==> src/rtl/core/pfd_pkg.sv <==
`timescale 1ns / 1ps

package pfd_pkg;

  localparam int FRAC_BITS = 16;
  localparam int WORD_W    = 32;
  localparam int UWORD_W   = 31;

  localparam logic [UWORD_W-1:0] TS_RESET = 31'd1092;
  localparam logic [FRAC_BITS:0] ONE_Q    = 17'h10000;
  localparam logic [17:0]        THREE_Q  = 18'd196608;
  localparam logic signed [WORD_W-1:0] WORD_MAX = 32'sh7fffffff;
  localparam logic signed [WORD_W-1:0] WORD_MIN = 32'sh80000000;

  typedef struct packed {
    logic signed [WORD_W-1:0] pos_x;
    logic signed [WORD_W-1:0] pos_y;
    logic signed [WORD_W-1:0] pos_z;
    logic signed [WORD_W-1:0] vel_x;
    logic signed [WORD_W-1:0] vel_y;
    logic signed [WORD_W-1:0] vel_z;
    logic signed [WORD_W-1:0] angle;
    logic signed [WORD_W-1:0] spin_rate;
    logic signed [WORD_W-1:0] age;
    logic [UWORD_W-1:0]       life;
    logic [UWORD_W-1:0]       start_size;
    logic [UWORD_W-1:0]       end_size;
  } in_t;

  typedef struct packed {
    logic signed [WORD_W-1:0] new_x;
    logic signed [WORD_W-1:0] new_y;
    logic signed [WORD_W-1:0] new_z;
    logic signed [WORD_W-1:0] new_angle;
    logic signed [WORD_W-1:0] new_age;
    logic                     keep;
    logic                     shown;
    logic [UWORD_W-1:0]       draw_size;
    logic [16:0]              alpha_scale;
  } out_t;

  // fields that ride alongside the divider
  typedef struct packed {
    logic signed [WORD_W-1:0] new_x;
    logic signed [WORD_W-1:0] new_y;
    logic signed [WORD_W-1:0] new_z;
    logic signed [WORD_W-1:0] new_angle;
    logic signed [WORD_W-1:0] new_age;
    logic                     keep;
    logic                     shown;
    logic [UWORD_W-1:0]       start_size;
    logic [UWORD_W-1:0]       end_size;
  } side_t;

endpackage

==> src/rtl/core/pfd_div.sv <==
`timescale 1ns / 1ps

// Restoring divider, one quotient bit per stage, side payload carried along.
module pfd_div #(
  parameter int SIDE_W = 8,
  parameter int QW     = pfd_pkg::FRAC_BITS,
  parameter int DW     = pfd_pkg::UWORD_W
) (
  input  logic              clk_i,
  input  logic              rst_ni,
  input  logic              en_i,
  input  logic              valid_i,
  input  logic [DW-1:0]     rem_i,
  input  logic [DW-1:0]     div_i,
  input  logic [SIDE_W-1:0] side_i,
  output logic              valid_o,
  output logic [QW-1:0]     quo_o,
  output logic [SIDE_W-1:0] side_o
);

  logic              v_q [QW];
  logic [DW-1:0]     r_q [QW];
  logic [DW-1:0]     d_q [QW];
  logic [QW-1:0]     q_q [QW];
  logic [SIDE_W-1:0] s_q [QW];

  for (genvar k = 0; k < QW; k++) begin : g_stage
    logic              pv;
    logic [DW-1:0]     pr;
    logic [DW-1:0]     pd;
    logic [QW-1:0]     pq;
    logic [SIDE_W-1:0] ps;
    logic [DW:0]       r2;
    logic              bit_w;

    if (k == 0) begin : g_first
      assign pv = valid_i;
      assign pr = rem_i;
      assign pd = div_i;
      assign pq = '0;
      assign ps = side_i;
    end else begin : g_rest
      assign pv = v_q[k-1];
      assign pr = r_q[k-1];
      assign pd = d_q[k-1];
      assign pq = q_q[k-1];
      assign ps = s_q[k-1];
    end

    assign r2    = {pr, 1'b0};
    assign bit_w = (r2 >= {1'b0, pd});

    always_ff @(posedge clk_i or negedge rst_ni) begin
      if (!rst_ni) begin
        v_q[k] <= 1'b0;
      end else if (en_i) begin
        v_q[k] <= pv;
      end
    end

    always_ff @(posedge clk_i) begin
      if (en_i) begin
        r_q[k] <= bit_w ? DW'(r2 - {1'b0, pd}) : r2[DW-1:0];
        d_q[k] <= pd;
        q_q[k] <= {pq[QW-2:0], bit_w};
        s_q[k] <= ps;
      end
    end
  end

  assign valid_o = v_q[QW-1];
  assign quo_o   = q_q[QW-1];
  assign side_o  = s_q[QW-1];

endmodule

==> config.mk <==
export PLATFORM = sky130hd
export DESIGN_NAME = pfd_div
export DESIGN_NICKNAME = d
export VERILOG_FILES = /design/src/rtl/core/pfd_pkg.sv /design/src/rtl/core/pfd_div.sv
export SDC_FILE = /design/constraint.sdc
export NUM_CORES = 2
export LEC_CHECK = 0
export BUFFER_PORTS_ARGS = -buffer_cell sky130_fd_sc_hd__buf_2
export CAP_MARGIN = 30
export CORE_UTILIZATION = 30
export CTS_CLUSTER_DIAMETER = 40
export DETAILED_ROUTE_END_ITERATION = 8
export PLACE_DENSITY = 0.46
export SYNTH_ARGS = -nofsm -noshare
export SYNTH_HDL_FRONTEND = slang
export SYNTH_SLANG_ARGS = --single-unit
==> constraint.sdc <==
create_clock -name clk_i -period 10.54 [get_ports clk_i]
set_input_delay 2.108 -clock clk_i [delete_from_list [all_inputs] [get_ports clk_i]]
set_output_delay 2.108 -clock clk_i [all_outputs]
set_load 0.01 [all_outputs]
==> reports/metrics.yaml <==
hold_viol: 0
p_leak_nw: 32.2
yosysSeqAreaShare: 0.548
async_reset_ff_frac: 0.0132
synth_warnings: 0
p_clk_frac: 0.318
avgSynthCellArea_sq_um: 11.6
dr.pass1.iters: 5
startpoint: "div_i[0]"
holdBufCountCts: 0
postCtsSetupRepairBufs: 0
cts_resized: 0
path_clk_slew_ns: 0.04
worst_hold_slack_ns: 0.397
synth_cell_type_count: 95
dpl.hpwl_microns: 111000
cts_tree: "built"
rsz0062_at_grt: "no"
drtAntennaViolNets: 0
area_growth_pct: 19.3
cts.sinks: 1210
grt_max_degree: 167
clock-root-buffer: "clkbuf_16"
antennaDiodeCount: 0
synth_edf_count: 1194
finalNonFillerCells: 9072
status: "finished clean"
share_seq_of_total_power: 0.306
insertion_delay_ns: 0.90
dp_cells: 8595
min_period_over_period: 0.498
synth-seq-cells: 1210
die-area_sq_mm: 0.223
setup_violations: 0
grt_pass1_vias: 44418
drive_above_1_share: 0.124
core_area_sq_mm: 0.220
utilization: 0.360
skew_ns: 0.0611
end_kind: "flip-flop"
cp_data_required_time_ns: 11.15
synth_top_flop_cell: "edfxtp_1"
drcViolationCount: 0
critPathLaunchType: "input port"
cp_max_fo: 45
dieWidth_microns: 472
htreeDepth: 5
io_pins: 99
p_int_w: 0.0167
hold_start: "q_q[12][1]"
syn_nets: 6311
p_sw_frac: 0.342
numCtsBuffers: 277
wirelength_microns: 150000
dieHeight_microns: 472
drv_slew: 0
layout_common_cells: "edfxtp_1 (1194), inv_1 (604), ha_1 (495)"
final_common_cell: "edfxtp_1"
fmax_mhz: 191
clock_path_buffers: 4
routabilityCongestion: 0.882
drt_iter0_markers: 2014
power_density_mw_per_mm2: 322
avgRoutedWirePerCell_microns: 16.5
gr-total-overflow: 0
arrival_ns: 5.86
synthCells: 5727
fin_nets: 6588
synth_area_sq_mm: 0.0662
cap_violations: 0
maxSlewHeadroom: 0.347
globalRouteTotalUtil: 0.133
viasPerCell: 4.73
num_rows: 172
power_switching_w: 0.00869
grt_pass1_wl_microns: 236000
antenna_found_initial: 1
finalCriticalPeriod_ns: 5.25
r2r_slack_ns: 6.01
critical_path_class: "input port to flip-flop"
worst_pin_slew_ns: 0.979
r2r-start: "r_q[0][0]"
combPwrFrac: 0.377
timing.setup.tns_ns: 0
hold_path_class: "flip-flop to flip-flop"
ir_worst_vdd_mv: 0.176
initial_core_util: 0.302
numPortBuffers: 98
num_vias: 42890
==> routing by layer <==
metal | share of wire | vias up | GRT usage
li1 | - | 21602 | -
met1 | 0.39 | 20089 | 0.139
met2 | 0.53 | 817 | 0.251
met3 | 0.036 | 382 | 0.0258
met4 | 0.045 | 0 | 0.0677
met5 | 0 | - | 0
==> synthesized netlist by cell type (9+ instances only) <==
master | number | area [sq um]
nand4_1 | 74 | 463
buf_2 | 34 | 170
dfrtp_1 | 16 | 400
ha_1 | 495 | 6190
o21ai_1 | 14 | 70.1
nor2_1 | 301 | 1130
o21a_1 | 54 | 405
nand2_1 | 374 | 1400
fa_1 | 15 | 300
o21ai_0 | 376 | 1880
nand3_1 | 82 | 410
xnor2_1 | 234 | 2050
inv_1 | 604 | 2270
edfxtp_1 | 1194 | 35900
nor2b_1 | 56 | 350
nor3_1 | 44 | 220
and4_1 | 11 | 96.3
xor2_1 | 180 | 1580
a2111oi_0 | 10 | 87.6
o211ai_1 | 20 | 150
o2111ai_1 | 9 | 78.8
nor4_1 | 12 | 75.1
o21bai_1 | 69 | 518
a211o_1 | 10 | 87.6
mux2_2 | 166 | 1870
and3_1 | 29 | 181
o22ai_1 | 9 | 56.3
a21o_1 | 267 | 2000
nand2b_1 | 56 | 350
a221oi_1 | 14 | 123
a31oi_1 | 49 | 307
o31ai_1 | 26 | 195
a211oi_1 | 44 | 330
a21oi_1 | 480 | 2400
and2_1 | 24 | 150
or3_1 | 16 | 100
clkbuf_1 | 94 | 353
or2_2 | 13 | 81.3
==> path summary, 6_finish.rpt <==
kind,to,cells after the start
max,r_q[0][11],14
min,q_q[13][2],0
max reg2reg,r_q[0][46],11
min reg2reg,q_q[13][2],0
max in group asynchronous,g_stage[11].pv,1
min in group asynchronous,g_stage[13].pv,1
==> metrics by stage <==
step	instance area, sq um	worst slack (ns)	power (W)
finish	79000	5.29	0.0254
global route	79000	5.09	0.0272
CTS	79000	5.37	0.0258
detailed placement	70200	4.41	0.0174
global placement	70200	4.38	0.0174
floorplan	66200	5.51	0.0149
==> registers in the layout, summed over array words and instances, names as in the netlist <==
name / flops
q_q: 136
g_stage.pv: 15
valid_o: 1
d_q: 465
r_q: 465
s_q: 128
==> area by class of cell <==
cell class	instances	area, sq um
clock inverter	149	1480
clock buffer	327	7310
sequential	1210	36300
fill	21511	141000
timing repair buffer	131	836
multi-input combinational	3779	27200
inverter	605	2270
tap	2871	3590
==> kinds of logic after synthesis <==
family,count (synthesis),share of synthesized area
mux,173,0.0297
compound gates,1567,0.148
simple gates,1115,0.0786
fa+ha+maj,510,0.0981
buf+inv,738,0.0429
flops,1210,0.548
xor+xnor,414,0.0548
==> worst max-delay path: stages <==
cell and delay [ns]:
buf_2 0.09, inv_1 0.08, fa_1 0.43, a21oi_1 0.22, o21ai_0 0.17, a2111oi_1 0.63, nor2_1 0.22, o21bai_1 0.18
a21o_1 0.18, nand2_1 0.12, a31oi_1 0.25, o31a_2 0.35, buf_4 0.42, mux2_2 0.38
==> power by group through the flow <==
stage	clock [W]	combinational (W)	sequential, W
detailed placement	0	0.00959	0.00786
finish	0.00807	0.00957	0.00776
floorplan	0	0.00739	0.00751
CTS	0.00831	0.00966	0.00779
global route	0.00855	0.0107	0.00789
global placement	0	0.00954	0.00787
(Power assumes the default switching activity.)
